## config.mk

```make
export PLATFORM = sky130hd
export DESIGN_NAME = control_frame_deframer
export DESIGN_NICKNAME = d
export VERILOG_FILES = /design/src/cfd_pkg.sv /design/src/control_frame_deframer.sv
export VERILOG_INCLUDE_DIRS = /design/src /design/src/src
export SDC_FILE = /design/constraint.sdc
export NUM_CORES = 1
export LEC_CHECK = 0
export BUFFER_PORTS_ARGS = -buffer_cell sky130_fd_sc_hd__buf_2
export CORE_UTILIZATION = 45
export CTS_CLUSTER_DIAMETER = 200
export DETAILED_ROUTE_END_ITERATION = 16
export GPL_TIMING_DRIVEN = 1
export HOLD_SLACK_MARGIN = 0.05
export PLACE_DENSITY = 0.75
export SLEW_MARGIN = 0
export SYNTH_ARGS = -nofsm -noshare
export SYNTH_HDL_FRONTEND = slang
export SYNTH_SLANG_ARGS = --single-unit
```

## constraint.sdc

```tcl
create_clock -name clk -period 8.7 [get_ports clk]
set_input_delay 0.435 -clock clk [delete_from_list [all_inputs] [get_ports clk]]
set_output_delay 0.435 -clock clk [all_outputs]
set_load 0.02 [all_outputs]
```

## src/control_frame_deframer_defines.svh

```systemverilog
// Assertion macros for the control frame deframer.
// Used by control_frame_deframer.sv; expects clk and rst in scope.
`ifndef CONTROL_FRAME_DEFRAMER_DEFINES_SVH
`define CONTROL_FRAME_DEFRAMER_DEFINES_SVH

// Same-cycle implication, disabled during reset
`define CFD_ASSERT_IMP(lbl, ante, cons, msg) \
  lbl: assert property (@(posedge clk) disable iff (rst) (ante) |-> (cons)) else $error(msg);

// Next-cycle implication, disabled during reset
`define CFD_ASSERT_NXT(lbl, ante, cons, msg) \
  lbl: assert property (@(posedge clk) disable iff (rst) (ante) |=> (cons)) else $error(msg);

`endif

```

## src/cfd_pkg.sv

```systemverilog
// Shared types and constants for the control frame deframer.
// No dependencies; imported by control_frame_deframer and tb.
package cfd_pkg;

  // Frame parser phase
  typedef enum logic [1:0] {
    PH_IDLE = 2'd0,
    PH_EXT  = 2'd1,
    PH_PAY  = 2'd2
  } phase_t;

  // Classification of one received byte
  typedef enum logic [2:0] {
    KIND_HEADER  = 3'd0,
    KIND_EXT_LEN = 3'd1,
    KIND_FIELD   = 3'd2,
    KIND_NAME    = 3'd3,
    KIND_DATA    = 3'd4,
    KIND_DROP    = 3'd5
  } kind_t;

  // Frame status reported on the last byte
  typedef enum logic [2:0] {
    ST_OK        = 3'd0,
    ST_UNKNOWN   = 3'd1,
    ST_SHORT     = 3'd2,
    ST_OVERRUN   = 3'd3,
    ST_OVERSIZE  = 3'd4
  } status_t;

  // Opcodes
  localparam logic [2:0] OP_OPEN   = 3'h1;
  localparam logic [2:0] OP_CLOSE  = 3'h3;
  localparam logic [2:0] OP_STREAM = 3'h5;

  // Header length code that announces a 4-byte length
  localparam logic [4:0] LEN_EXTENDED = 5'd31;

  // Reset value of the frame size limit
  localparam logic [31:0] MAX_LEN_RESET = 32'd4096;

endpackage

```

## src/control_frame_deframer.sv

```systemverilog
// Control frame deframer: classifies each received byte, decodes frame fields.
// One parse step lies between input port and result register, loaded on accept.
// Throughput: one byte per cycle unless the output stalls (out_valid && !out_ready).
// Reset (rst, synchronous): parser idle awaiting a header, limit set to 4096.
// Depends on cfd_pkg and control_frame_deframer_defines.svh.
`include "control_frame_deframer_defines.svh"

module control_frame_deframer (
  input  logic        clk,
  input  logic        rst,
  // configuration
  input  logic        cfg_we,
  input  logic [31:0] cfg_wdata,
  // input channel
  input  logic        in_valid,
  output logic        in_ready,
  input  logic [7:0]  rx_byte,
  // output channel
  output logic        out_valid,
  input  logic        out_ready,
  output logic [2:0]  byte_kind,
  output logic [2:0]  opcode,
  output logic [31:0] frame_len,
  output logic [31:0] offset,
  output logic [7:0]  data_out,
  output logic [31:0] baud_rate,
  output logic [15:0] name_len,
  output logic [31:0] trans_id,
  output logic        frame_end,
  output logic [2:0]  status
);
  import cfd_pkg::*;

  // Parser state
  phase_t      phase, phase_next;
  logic [2:0]  cur_opcode, cur_opcode_next;
  logic [31:0] len_reg, len_reg_next;
  logic [1:0]  ext_count, ext_count_next;
  logic [31:0] recv_count, recv_count_next;
  logic [31:0] baud_reg, baud_reg_next;
  logic [15:0] namelen_reg, namelen_reg_next;
  logic [31:0] txid_reg, txid_reg_next;
  logic [31:0] max_frame_len;

  // Per-byte result
  kind_t       kind;
  logic [31:0] fl;
  logic [31:0] off;
  logic        fend;
  status_t     st;

  // Payload decode helpers
  logic [32:0] off_w;
  logic [32:0] nl_p2;
  logic [32:0] nl_p6;
  logic        oversize;
  logic [32:0] need_len;
  logic [31:0] min_len;

  logic accept;

  assign in_ready = !out_valid || out_ready;
  assign accept   = in_valid && in_ready;

  assign off_w    = {1'b0, recv_count};
  assign nl_p2    = {17'b0, namelen_reg} + 33'd2;
  assign nl_p6    = {17'b0, namelen_reg} + 33'd6;
  assign oversize = len_reg > max_frame_len;

  // Parse one byte: next state and classification
  always_comb begin
    phase_next       = phase;
    cur_opcode_next  = cur_opcode;
    len_reg_next     = len_reg;
    ext_count_next   = ext_count;
    recv_count_next  = recv_count;
    baud_reg_next    = baud_reg;
    namelen_reg_next = namelen_reg;
    txid_reg_next    = txid_reg;
    kind             = KIND_HEADER;
    fl               = '0;
    off              = '0;
    fend             = 1'b0;

    case (phase)
      PH_EXT: begin
        kind         = KIND_EXT_LEN;
        len_reg_next = {len_reg[23:0], rx_byte};
        if (ext_count == 2'd3) begin
          ext_count_next = '0;
          fl             = len_reg_next;
          if (len_reg_next == '0) fend = 1'b1;
          else phase_next = PH_PAY;
        end else begin
          ext_count_next = ext_count + 2'd1;
        end
      end
      PH_PAY: begin
        off             = recv_count;
        fl              = len_reg;
        recv_count_next = recv_count + 32'd1;
        if (recv_count_next >= len_reg) fend = 1'b1;
        if (oversize) begin
          kind = KIND_DROP;
        end else begin
          case (cur_opcode)
            OP_OPEN: begin
              if (off_w < 33'd4) begin
                baud_reg_next = {baud_reg[23:0], rx_byte};
                kind          = KIND_FIELD;
              end else if (off_w < 33'd6) begin
                namelen_reg_next = {namelen_reg[7:0], rx_byte};
                kind             = KIND_FIELD;
              end else if (off_w < nl_p6) begin
                kind = KIND_NAME;
              end else begin
                kind = KIND_DROP;
              end
            end
            OP_CLOSE: begin
              if (off_w < 33'd2) begin
                namelen_reg_next = {namelen_reg[7:0], rx_byte};
                kind             = KIND_FIELD;
              end else if (off_w < nl_p2) begin
                kind = KIND_NAME;
              end else begin
                kind = KIND_DROP;
              end
            end
            OP_STREAM: begin
              if (off_w < 33'd2) begin
                namelen_reg_next = {namelen_reg[7:0], rx_byte};
                kind             = KIND_FIELD;
              end else if (off_w < nl_p2) begin
                kind = KIND_NAME;
              end else if (off_w < nl_p6) begin
                txid_reg_next = {txid_reg[23:0], rx_byte};
                kind          = KIND_FIELD;
              end else begin
                kind = KIND_DATA;
              end
            end
            default: kind = KIND_DROP;
          endcase
        end
      end
      default: begin
        // header byte: start a new frame
        kind             = KIND_HEADER;
        cur_opcode_next  = rx_byte[2:0];
        recv_count_next  = '0;
        baud_reg_next    = '0;
        namelen_reg_next = '0;
        txid_reg_next    = '0;
        ext_count_next   = '0;
        if (rx_byte[7:3] == LEN_EXTENDED) begin
          len_reg_next = '0;
          phase_next   = PH_EXT;
        end else begin
          len_reg_next = {27'b0, rx_byte[7:3]};
          fl           = len_reg_next;
          if (rx_byte[7:3] == 5'd0) fend = 1'b1;
          else phase_next = PH_PAY;
        end
      end
    endcase

    if (fend) phase_next = PH_IDLE;
  end

  // Frame status from the updated length and name length
  always_comb begin
    min_len  = (cur_opcode_next == OP_CLOSE) ? 32'd2 : 32'd6;
    need_len = {17'b0, namelen_reg_next} +
               ((cur_opcode_next == OP_CLOSE) ? 33'd2 : 33'd6);
    st = ST_OK;
    if (fend) begin
      if (len_reg_next > max_frame_len) begin
        st = ST_OVERSIZE;
      end else if (cur_opcode_next != OP_OPEN && cur_opcode_next != OP_CLOSE &&
                   cur_opcode_next != OP_STREAM) begin
        st = ST_UNKNOWN;
      end else if (len_reg_next < min_len) begin
        st = ST_SHORT;
      end else if (need_len > {1'b0, len_reg_next}) begin
        st = ST_OVERRUN;
      end
    end
  end

  // Configuration register
  always_ff @(posedge clk) begin
    if (rst) begin
      max_frame_len <= MAX_LEN_RESET;
    end else if (cfg_we) begin
      max_frame_len <= cfg_wdata;
    end
  end

  // Advance parser state on each accepted request
  always_ff @(posedge clk) begin
    if (rst) begin
      phase       <= PH_IDLE;
      cur_opcode  <= '0;
      len_reg     <= '0;
      ext_count   <= '0;
      recv_count  <= '0;
      baud_reg    <= '0;
      namelen_reg <= '0;
      txid_reg    <= '0;
    end else if (accept) begin
      phase       <= phase_next;
      cur_opcode  <= cur_opcode_next;
      len_reg     <= len_reg_next;
      ext_count   <= ext_count_next;
      recv_count  <= recv_count_next;
      baud_reg    <= baud_reg_next;
      namelen_reg <= namelen_reg_next;
      txid_reg    <= txid_reg_next;
    end
  end

  // Output valid: set on accept, drop when taken
  always_ff @(posedge clk) begin
    if (rst) begin
      out_valid <= 1'b0;
    end else if (accept) begin
      out_valid <= 1'b1;
    end else if (out_ready) begin
      out_valid <= 1'b0;
    end
  end

  // Result register: load on accept, hold otherwise
  always_ff @(posedge clk) begin
    if (accept) begin
      byte_kind <= kind;
      opcode    <= cur_opcode_next;
      frame_len <= fl;
      offset    <= off;
      data_out  <= rx_byte;
      baud_rate <= baud_reg_next;
      name_len  <= namelen_reg_next;
      trans_id  <= txid_reg_next;
      frame_end <= fend;
      status    <= st;
    end
  end

  `CFD_ASSERT_IMP(a_pay_len_nonzero, phase == PH_PAY, len_reg != 32'd0, "payload phase with zero length")
  `CFD_ASSERT_IMP(a_ext_count_phase, ext_count != 2'd0, phase == PH_EXT, "extended length count outside length phase")
  `CFD_ASSERT_IMP(a_status_at_end, out_valid && !frame_end, status == ST_OK, "status reported before frame end")
  `CFD_ASSERT_NXT(a_last_byte_idle, accept && phase == PH_PAY && (recv_count + 32'd1) >= len_reg, phase == PH_IDLE, "parser not idle after last payload byte")

endmodule

```

## Word-level counts from Yosys, hierarchy flattened

Cells that the tools add are included.

- Flip-flop bits (word level): 346
- Logic and storage cells: 125
- Output and inout bits: 164

- Reductions and logical operators: 15
- Eq/ne operators: 15
- Mux-type cells: 55
- Magnitude comparators: 10
- Bitwise gates (word level): 3
- Add/sub/neg operators: 5

Operators by type and width:

| operator | count |
|---|---|
| one-hot mux 32 bit (2 select lines) | 5 |
| two-way mux 32 bit | 9 |
| > comparator 32 bit | 2 |
| less-than comparator 32 x 17 -> 1 bit | 2 |
| less-than comparator 32 x 3 -> 1 bit, second input constant | 2 |
| two-way mux 16 bit | 4 |
| one-hot mux 16 bit (2 select lines) | 2 |
| two-way mux 3 bit | 13 |
| adder 32 x 1 -> 32 bit, second input constant | 1 |
| greater-or-equal comparator 32 bit | 1 |
| > comparator 17 x 32 -> 1 bit | 1 |
| zero test 32 bit | 1 |
| less-than comparator 32 x 2 -> 1 bit, second input constant | 1 |
| less-than comparator 32 x 3 -> 1 bit | 1 |
| two-way mux 2 bit | 9 |
| adder 16 x 2 -> 17 bit, second input constant | 1 |
| adder 16 x 3 -> 17 bit | 1 |
| adder 16 x 3 -> 17 bit, second input constant | 1 |
| inequality test 3 bit, second input constant | 3 |
| one-hot mux 3 bit (3 select lines) | 1 |
| one-hot mux 2 bit (2 select lines) | 2 |
| two-way mux 1 bit | 7 |
| equality test 3 x 2 -> 1 bit, second input constant | 2 |
| one-hot mux 3 bit (2 select lines) | 1 |
| 22 further kinds | 30 |

## Depth between registers and ports, before layout

- Word-level depth: 12
- Depth in mapped cells: 25
- Gate-level depth less buffers: 25

## Worst setup path after synthesis

No wires, ideal clock.

- Path type: input to register
- From: in out_ready
- To: reg baud_rate[0] (enable)
- Arrival: 5835 ps
- Stages: 5
- Path slack: 2275 ps
- Cell sequence: nand2b_1 -> nand2_1 -> clkinv_1 -> clkbuf_1 -> clkbuf_1

- Longest elaborated chain between the ends: 2

RTL lines:

| element | line | source |
|---|---|---|
| start, declared | control_frame_deframer.sv:20 | `input logic out_ready,` |
| logical OR 1 bit | control_frame_deframer.sv:62 | `assign in_ready = !out_valid \|\| out_ready;` |
| logical AND 1 bit | control_frame_deframer.sv:63 | `assign accept = in_valid && in_ready;` |
| net accept | control_frame_deframer.sv:60 | `logic accept;` |
| end signal, assigned | control_frame_deframer.sv:242 | `baud_rate <= baud_reg_next;` |
| end, declared | control_frame_deframer.sv:26 | `output logic [31:0] baud_rate,` |

The timed path passes the listed nets, and every way through them passes these cells.
A chain may end at the register's enable or synchronous reset.

## Final worst setup path

- From: reg len_reg[15]
- To: reg status[0], data pin

- Longest elaborated chain between the ends: 8
- Elaborated cells on any way between the ends: 19
- Classes of those cells: add/sub: 1; order compare: 5; mux: 10; bitwise: 1; reduce/logical: 2

RTL lines:

| element | line | source |
|---|---|---|
| start, declared | control_frame_deframer.sv:37 | `logic [31:0] len_reg, len_reg_next;` |
| start signal, assigned | control_frame_deframer.sv:214 | `len_reg <= len_reg_next;` |
| > comparator 32 bit | control_frame_deframer.sv:68 | `assign oversize = len_reg > max_frame_len;` |
| two-way mux 16 bit | control_frame_deframer.sv:103 | `if (oversize) begin` |
| one-hot mux 16 bit (2 select lines) | control_frame_deframer.sv:85 | `case (phase)` |
| net namelen_reg_next[2] | control_frame_deframer.sv:41 | `logic [15:0] namelen_reg, namelen_reg_next;` |
| adder 16 x 3 -> 17 bit | control_frame_deframer.sv:174 | `need_len = {17'b0, namelen_reg_next} +` |
| > comparator 17 x 32 -> 1 bit | control_frame_deframer.sv:185 | `end else if (need_len > {1'b0, len_reg_next}) begin` |
| two-way mux 2 bit | control_frame_deframer.sv:185 |  |
| two-way mux 2 bit | control_frame_deframer.sv:183 | `end else if (len_reg_next < min_len) begin` |
| two-way mux 2 bit | control_frame_deframer.sv:180 | `end else if (cur_opcode_next != OP_OPEN && cur_opcode_next != OP_CLOSE &&` |
| end signal, assigned | control_frame_deframer.sv:246 | `status <= st;` |
| end, declared | control_frame_deframer.sv:30 | `output logic [2:0] status` |

The timed path passes the listed nets, and every way through them passes these cells.

==> impl_summary.log <==
[metrics] worst reg2reg endpoint: status[0]$_SDFFCE_PP0P_
[metrics] top cell type's share of synthesized area: 26.3%
[metrics] first-pass GRT wire length: 80.9 mm
[metrics] maximum number of pins on one net before global-route repair: 108
[metrics] Yosys warning count: 0
[metrics] Worst Setup Start Kind: flip-flop
[metrics] most frequent cell after synthesis: nor2_1
[metrics] IO Count: 209
[metrics] most numerous cell types in the synthesized netlist: 192 x nor2_1, 184 x dfxtp_1, 163 x nand2_1
[metrics] final clock period utilization by the worst path: slightly below 80%
[metrics] unique cell type count in the Yosys netlist: between 70 and 80
[metrics] area of the die: about 42000 um2
[metrics] type of the worst setup path: flip-flop to flip-flop
[metrics] post-layout utilization of the core: 52.6%
[metrics] FF+latch count, synth: around 350
[metrics] area of the placeable core: ~40000 um2
[metrics] Req. time, crit path: 9100 ps
[metrics] number of sinks driven by the clock tree: 346
[metrics] total wirelength of the detailed-routed design: 52.3 mm
[metrics] total clock buffers created by CTS: 38
[metrics] clock tree from TritonCTS: done
[metrics] Max Clk Rate: ~150 MHz
[metrics] remaining global-route overflow: 0
[metrics] top post-synthesis cells by area: edfxtp_1 26%, dfxtp_1 20%, ha_1 10%
[metrics] max cap viols: 0
[metrics] Crit-path slowest cell: o31ai_1
[metrics] Mean Syn Cell Area: 9.71 um2
[metrics] fill cell instance count of the final layout: 3594
[metrics] normalized max-slew margin: under 10%
[metrics] row cnt: 73
[metrics] post-synth top area cell: edfxtp_1
[metrics] number of synthesized flops with an enable pin: 162
[metrics] Worst R2R Start: len_reg[15]$_SDFFE_PP0P_
[metrics] cell count after synthesis: about 1900
[metrics] Port-buffer cells: 208
[metrics] sequential element share of the synthesized area: 46.2%
[metrics] highest fanout seen on the critical path: 10
[metrics] Final ANT Viol Nets: 0
[metrics] Hold Path Cell Cnt: 3
[metrics] pwr/cell area: 182 nW/um2
[metrics] reg-to-reg slack, setup: 1990 ps
[metrics] total negative setup slack: 0 ps
[metrics] clock-pin slew reported for the worst setup and hold paths after clock tree synthesis: 60 ps
[metrics] kind of path behind the tightest hold check: primary input to flip-flop
[metrics] RSZ-0062 raised after global routing: false
[metrics] final number of hold-violating endpoints: 0
[metrics] total setup buffers inserted after CTS: 0
[metrics] slowest cell delay on critical path: 1100 ps
[metrics] final setup vio count: 0
[metrics] final estimated routing congestion in global placement: roughly 0.98
[metrics] maximum buffer depth of the clock tree: 3
[metrics] worst hold slack after final layout: 116 ps
[metrics] cts hold-fix bufs: 0
[metrics] CTS-repair resized insts: 0
[metrics] area used by multi-input combinational logic: 9000 um2
[metrics] via-per-instance ratio: 5.84
[metrics] cell area after technology mapping: 18500 um2
[metrics] Worst-Skew Late Latency: approximately 570 ps
[metrics] count of antenna diodes in the layout: 0
[metrics] via count of the first global-routing pass: between 10000 and 15000
[metrics] horizontal die dimension: roughly 200 um
[metrics] VDD IR-drop max: 0.146 mV
[metrics] iteration-0 DRC count of the detailed router: around 1400
[metrics] clock root buffer master: clkbuf_16
[metrics] starting density of the core: 46.1%
[metrics] total iterations of the first detailed-routing run: 7
[metrics] Synth async-reset ratio: 0%
[metrics] layout cells sized above 1: 14.7%
[metrics] leak pwr: 9.07 nW
[metrics] type of destination of the critical path: flip-flop
[metrics] Layout Skew: between 20 and 30 ps
[metrics] worst hold start: cfg_wdata[21]
[metrics] total vias in the final route: 15200
[metrics] Placement Setup Slack: 2160 ps
[metrics] post-layout minimum cycle time: 6710 ps
[metrics] max-slew violation count: 0
[metrics] actual slew at the worst max-slew pin: 1360 ps
[metrics] buffers and inverters on the worst path: 1
[metrics] final routed wire length divided by cell count: between 20 and 25 um
[metrics] Syn-to-layout area delta: 13.9%
[metrics] most used flip-flop cell after synthesis: dfxtp_1
[metrics] total power: 3.83 mW
[metrics] Largest delay share family, worst path: compound AO/OA/AOI/OAI gates
[metrics] GRT Overall Usage: about a quarter
[metrics] depth of the most critical reg-to-reg path: 23
[metrics] maximum level of the CTS H-tree: 2
[metrics] Net count, final: approximately 2200
[metrics] fin worst setup slack: 1990 ps
[metrics] initial antenna violation count: 0
[metrics] Worst Hold Path EP: max_frame_len[21]$_SDFFE_PP0P_
[metrics] DIE HEIGHT: 205 um
[metrics] drt drc: 0
[metrics] flip-flop and latch area: 8550 um2
[metrics] crit path cell chain: ha_1, a21oi_1, o21ai_0, a221o_1, o31ai_1, and2_1, o21ai_2, a22oi_1, inv_1, ha_1, a32oi_2, nor4_1, nand2_1, xnor2_1, ha_1, nand4_1, nor2_1, o21ai_0, a31oi_1, a2111oi_0, a2111oi_0, nand2b_1, a21boi_0
[metrics] arrival time worst endpoint: around 7100 ps
[metrics] outcome: finished, final reports clean
[metrics] detailed placer's ending HPWL: 36.7 mm
[metrics] Crit path top cell by count: ha_1
[metrics] Post-Synthesis Net Count: 2104
layout by cell type, fill, tap and decap left out, types with 56 or more instances in the layout:
cell type  netlist  final
inv_1          124    124
nor2_1         192    191
a22o_1         100    100
dfxtp_1        184    184
a22oi_1         56     56
ha_1           152    151
edfxtp_1       162    162
nand2_1        163    162
buf_2            6    207
a21oi_1        133    133
metal layers:
metal / wire, um / up-vias / global-route usage (%)
li1: - / 7165 / -
met1: 21800 / 7245 / 32.0
met2: 24600 / 642 / 40.4
met3: 3950 / 114 / 3.96
met4: 2010 / 0 / 11.1
met5: 0 / - / 0
logic make-up (layout without fill, tap and decap cells):
logic type	Yosys count	after routing	share of synthesized area (%)
mux	35	35	1.91
xor+xnor	69	69	3.27
buf+inv	252	418	5.29
simple gates	579	579	15.1
flops	346	346	46.2
compound gates	472	472	17.9
fa+ha+maj	153	153	10.4
how the worst max path moves through the flow:
| stage | startpoint | to | slack [ps] | cells after the start |
|---|---|---|---|---|
| floorplan | out_ready | baud_rate[0]$_DFFE_PP_ | 2280 | 5 |
| global placement | len_reg[14]$_SDFFE_PP0P_ | status[0]$_SDFFCE_PP0P_ | 2420 | 22 |
| detailed placement | len_reg[15]$_SDFFE_PP0P_ | status[0]$_SDFFCE_PP0P_ | 2160 | 21 |
| CTS | len_reg[15]$_SDFFE_PP0P_ | status[0]$_SDFFCE_PP0P_ | 2120 | 23 |
| global route | len_reg[15]$_SDFFE_PP0P_ | status[0]$_SDFFCE_PP0P_ | 1460 | 23 |
| finish | len_reg[15]$_SDFFE_PP0P_ | status[0]$_SDFFCE_PP0P_ | 1990 | 23 |
report_power, final:
group          internal, mW  leakage (nW)  total (mW)  switching [mW]
clock network         0.915         0.594        1.60           0.684
logic                 0.135          5.35       0.424           0.290
registers              1.76          3.13        1.81          0.0479
worst min-delay path, delay by kind of cell:
kind / cells / cell delay, ps
buffers and inverters: 1 / 80
and+or+nand+nor: 1 / 70
muxes: 1 / 60
through the flow:
stage | cell area, um2 | instances
final | 21100 | 2597
after global routing | 21100 | 2597
after CTS | 21100 | 2597
after detailed placement | 19800 | 2527
after global placement | 19800 | 2527
after floorplan | 18500 | 1906
layout make-up:
cell class / instances / area share (%)
Timing Repair Buffer: 221 / 5.42
Clock buffer: 49 / 4.90
Tap cell: 525 / 3.12
Multi-Input combinational cell: 1308 / 42.7
Clock inverter: 21 / 0.968
Sequential cell: 346 / 40.6
Inverter: 127 / 2.30
Power figures use the tool's default switching activity.
